### config.mk
export PLATFORM = sky130hd
export DESIGN_NAME = lwwb_sum_unit
export DESIGN_NICKNAME = d
export VERILOG_FILES = /design/src/sv/lwwb_pkg.sv /design/src/sv/lwwb_sum_unit.sv
export SDC_FILE = /design/constraint.sdc
export NUM_CORES = 1
export LEC_CHECK = 0
export BUFFER_PORTS_ARGS = -buffer_cell sky130_fd_sc_hd__buf_2
export CORE_MARGIN = 2
export CORE_UTILIZATION = 45
export CTS_BUF_LIST = sky130_fd_sc_hd__clkbuf_4 sky130_fd_sc_hd__clkbuf_8
export DETAILED_ROUTE_END_ITERATION = 10
export PLACE_DENSITY = 0.73
export SLEW_MARGIN = 25
export SYNTH_ARGS = -nofsm -noshare
export SYNTH_HDL_FRONTEND = slang
export SYNTH_SLANG_ARGS = --single-unit
export TNS_END_PERCENT = 10
### constraint.sdc
create_clock -name clk -period 3.74 [get_ports clk]
set_input_delay 0.748 -clock clk [delete_from_list [all_inputs] [get_ports clk]]
set_output_delay 0.748 -clock clk [all_outputs]
set_load 0.02 [all_outputs]
### src/sv/lwwb_pkg.sv
package lwwb_pkg;

  // Field widths fixed by the item formats.
  localparam int PRICE_W    = 16;
  localparam int LEN_W      = 11;
  localparam int BUDGET_W   = 32;
  localparam int SUM_W      = 33;
  localparam int APB_DATA_W = 32;
  localparam int APB_ADDR_W = 3;

  // Register word index, taken from paddr[2].
  localparam logic REG_BUDGET = 1'b0;

  typedef struct packed {
    logic [PRICE_W-1:0] price;
    logic               last;
  } in_item_t;

  typedef struct packed {
    logic [LEN_W-1:0] best_length;
    logic             window_capped;
  } out_item_t;

  typedef enum logic [2:0] {
    ST_IDLE,
    ST_EVICT_RD,
    ST_EVICT,
    ST_APPEND,
    ST_TEST,
    ST_DROP
  } state_t;

  // Commands to the shared running-sum unit.
  typedef struct packed {
    logic clear;
    logic add;
    logic sub;
  } sum_cmd_t;

endpackage

### src/sv/lwwb_sum_unit.sv
module lwwb_sum_unit
  import lwwb_pkg::*;
(
  input  logic                clk,
  input  logic                rst,
  input  sum_cmd_t            cmd,
  input  logic [PRICE_W-1:0]  operand,
  input  logic [BUDGET_W-1:0] budget,
  output logic                over
);

  logic [SUM_W-1:0] sum;
  logic [SUM_W-1:0] sum_next;
  logic [SUM_W-1:0] addend;

  // One adder serves append, drop and evict; a drop or evict adds the two's complement.
  always_comb begin
    addend   = cmd.sub ? ~SUM_W'(operand) : SUM_W'(operand);
    sum_next = sum + addend + SUM_W'(cmd.sub);
  end

  always_ff @(posedge clk) begin
    if (rst || cmd.clear) begin
      sum <= '0;
    end else if (cmd.add || cmd.sub) begin
      sum <= sum_next;
    end
  end

  // The window breaks the budget when its sum is strictly above it.
  assign over = sum > SUM_W'(budget);

endmodule

==> flow_summary.toml <==
[route]
routed_wl_um = 10400
post_drt_via_cell_ratio = 5.63
ant_nets = 0
drtIter0Drc = 206
vias = 3856
wl_per_cell_um = 15.2
route.detailed.drc = 0
drt_pass1_iterations = 4

[cts]
cts_root_buf = "clkbuf_8"
clkSinkCount = 33
cts_buffers = 5
cts.htree.levels = 2
clk-insertion-delay-late_ps = 300
cts_tree = "yes"
clk_pin_slew_ps = 80
cts_hold_buf = 0
ctsResizeCount = 0
cts_setup_buffers = 0
clock_path_buffers = 2

[sta]
tightestPinTransition_ps = 684
rsz0062_at_grt = "no"
slew_headroom_pct = 54.3
clock.fmax_ghz = 0.311
setup_tns_ps = 0
final-setup-viol-count = 0
hold_viol_final = 0
fin_crit_sh_pct = 86.0
timing.final.max_slew_violations = 0
setup_slack_ps = 523
clock_skew_ps = 2.55
fin_crit_ps = 3220

[layout]
final_cells = 685
register_area_um2 = 661
area_growth_pct = 12.0
n_fill_cell = 858
drive_gt1_share_pct = 15.8
final_nets = 693
antenna_cells = 0
largest_reg_flops = 33
regMostFlops = "sum"
post-route-util_pct = 51.4
multi_input_area_um2 = 3060
top_regs = "sum: 33 flops"

[global_routing]
grt.total_usage_pct = 21.4
grt_pass1_vias = 3726
antenna_found_initial = 0
grt_pass1_wl_um = 17100
grt_max_degree = 25
grt-ovfl-total = 0

[yosys]
synth_area_um2 = 3950
synth_flop_cell = "dfxtp_1"
synth_area_leaders = "ha_1 (20%), dfxtp_1 (17%), a21oi_1 (7.9%), nand2_1 (6.9%), xor2_1 (5.8%)"
netlist.area_leader.share_pct = 20.0
synthCells = 526
async_reset_ff_share_pct = 0
ys_types = 64
synth_edf_count = 0
synth_commonest_cells = "nand2_1 (72), ha_1 (63), a21oi_1 (62)"
yosysMostFrequentCell = "nand2_1"
ys_warn_count = 0
synth_seq_area_share_pct = 16.7
syn_area_per_cell_um2 = 7.50
yosys.area.top_type = "ha_1"
syn_nets = 643
synth-seq-cells = 33

[die]
initial_core_util_pct = 45.9
chipHeight_um = 97.6
num_io_pins = 54
die_area_um2 = 9530
core_area_um2 = 8590
dieWidth_um = 97.6
fp-row-count = 34

[critical_path]
cp-end-kind = "output pin"
required_ps = 2990
critPathLaunchType = "input pin"
path_max_fanout = 2
cp_slowest_cell = "ha_1"
arrival_ps = 2470
path_class = "input pin to output pin"
crit_chain = "buf_2 -> inv_1 -> ha_1 -> a21oi_1 -> nor2b_1 -> o21ai_0 -> a21oi_1 -> o31ai_1 -> o211ai_1 -> a211oi_1 -> a31oi_1 -> buf_2"
reg2regPathDepth = 10
r2r-end = "sum[22]$_SDFFE_PP0P_"
cpPeakStageDelay_ps = 300
r2r_start = "sum[0]$_SDFFE_PP0P_"
regToRegSetupSlack_ps = 1060

[place]
hpwl_um = 8360
globalplace.congestion = 0.979
portBuffers = 53
dpl_worst_slack_ps = 303
dpl.cell_count = 677

[hold_path]
hold_path_class = "flip-flop to flip-flop"
min-delay-start = "sum[9]$_SDFFE_PP0P_"
worstHoldEndpoint = "sum[9]$_SDFFE_PP0P_"
whs_path_depth = 2

[job]
drv_cap = 0

[pwr]
vdd_drop_max_v = 0.000129
p_per_area_nw_per_um2 = 291
power_leakage_nw = 2.24

[run_status]
outcome = "finished clean"
==> kinds of logic (layout without fill, tap and decap cells) <==
| logic type | after synthesis | count (layout) | synth area share (%) |
|---|---|---|---|
| simple gates | 167 | 167 | 20.0 |
| mux | 6 | 6 | 1.52 |
| compound gates | 160 | 160 | 27.1 |
| buf+inv | 58 | 109 | 5.71 |
| fa+ha+maj | 64 | 64 | 20.5 |
| flops | 33 | 33 | 16.7 |
| xor+xnor | 38 | 38 | 8.44 |
==> worst max-delay path by stage <==
stage                                 endpoint       from  slack (ps)  cells past startpoint
after floorplan           sum[18]$_SDFFE_PP0P_     cmd[0]         140                     12
after global placement    sum[31]$_SDFFE_PP0P_     cmd[0]         300                     12
after detailed placement  sum[31]$_SDFFE_PP0P_     cmd[0]         300                     12
after CTS                                 over  budget[2]         470                     12
after global routing      sum[31]$_SDFFE_PP0P_     cmd[0]         330                     12
final                                     over  budget[2]         520                     12
==> power by group <==
| group | total, W | switching [W] | internal (W) |
|---|---|---|---|
| registers | 0.000407 | 0.0000273 | 0.000380 |
| clock network | 0.000283 | 0.000154 | 0.000129 |
| logic | 0.000594 | 0.000347 | 0.000247 |
| total | 0.00128 | 0.000528 | 0.000756 |
==> final cells by class <==
type | count | area share (%)
Tap cell | 108 | 3.06
Sequential cell | 33 | 15.0
Clock inverter | 3 | 0.397
Timing Repair Buffer | 61 | 7.37
Clock buffer | 5 | 1.56
Multi-Input combinational cell | 435 | 69.3
Inverter | 40 | 3.40
==> critical path, delay by kind of cell <==
family | cells | cell delay (ps)
AOI/OAI and AO/OA | 7 | 1070
buffers and inverters | 3 | 300
adders and majority gates | 1 | 300
and+or+nand+nor | 1 | 50
==> routing by layer <==
layer	part of all wire, %	wire length (µm)	global-route usage [%]
met4	1.6	172	5.88
met5	0	0	0
met2	47	4890	37.3
met1	47	4860	27.5
met3	5.0	522	3.31
==> metrics by stage <==
stage | area [µm²] | hold slack, ps | power, W
5_1_grt | 4420 | 492 | 0.00137
3_5_place_dp | 4330 | 474 | 0.00100
2_1_floorplan | 3950 | 443 | 0.000856
3_3_place_gp | 4330 | 460 | 0.000988
6_report | 4420 | 482 | 0.00128
4_1_cts | 4420 | 485 | 0.00128
==> cell usage in the layout (no fill, tap or decap), types with 2 or more instances in the layout <==
| cell type | synthesis | final |
|---|---|---|
| o21a_1 | 2 | 2 |
| xnor2_1 | 12 | 12 |
| nand2_1 | 72 | 72 |
| a211oi_2 | 2 | 2 |
| o21ai_2 | 2 | 2 |
| ha_1 | 63 | 63 |
| a22o_1 | 2 | 2 |
| nor3_1 | 8 | 8 |
| nand2b_1 | 2 | 2 |
| dfxtp_1 | 33 | 33 |
| a21o_1 | 17 | 17 |
| nand3_1 | 7 | 7 |
| o211ai_1 | 2 | 2 |
| o21ai_1 | 4 | 4 |
| and2_1 | 5 | 5 |
| nor2_1 | 34 | 34 |
| nand4_1 | 14 | 14 |
| a221oi_1 | 2 | 2 |
| a31oi_1 | 5 | 5 |
| a21oi_1 | 62 | 62 |
| a211oi_1 | 8 | 8 |
| o21bai_1 | 6 | 6 |
| or2_2 | 3 | 3 |
| xor2_1 | 26 | 26 |
| inv_1 | 40 | 40 |
| a2111oi_2 | 2 | 2 |
| mux2i_1 | 6 | 6 |
| buf_4 | 0 | 8 |
| nor2b_1 | 6 | 6 |
| clkbuf_8 | 0 | 5 |
| clkinv_2 | 0 | 2 |
| buf_2 | 0 | 53 |
| and3_1 | 5 | 5 |
| o21ai_0 | 25 | 25 |
Note: power is estimated with default switching activity, not from simulation.
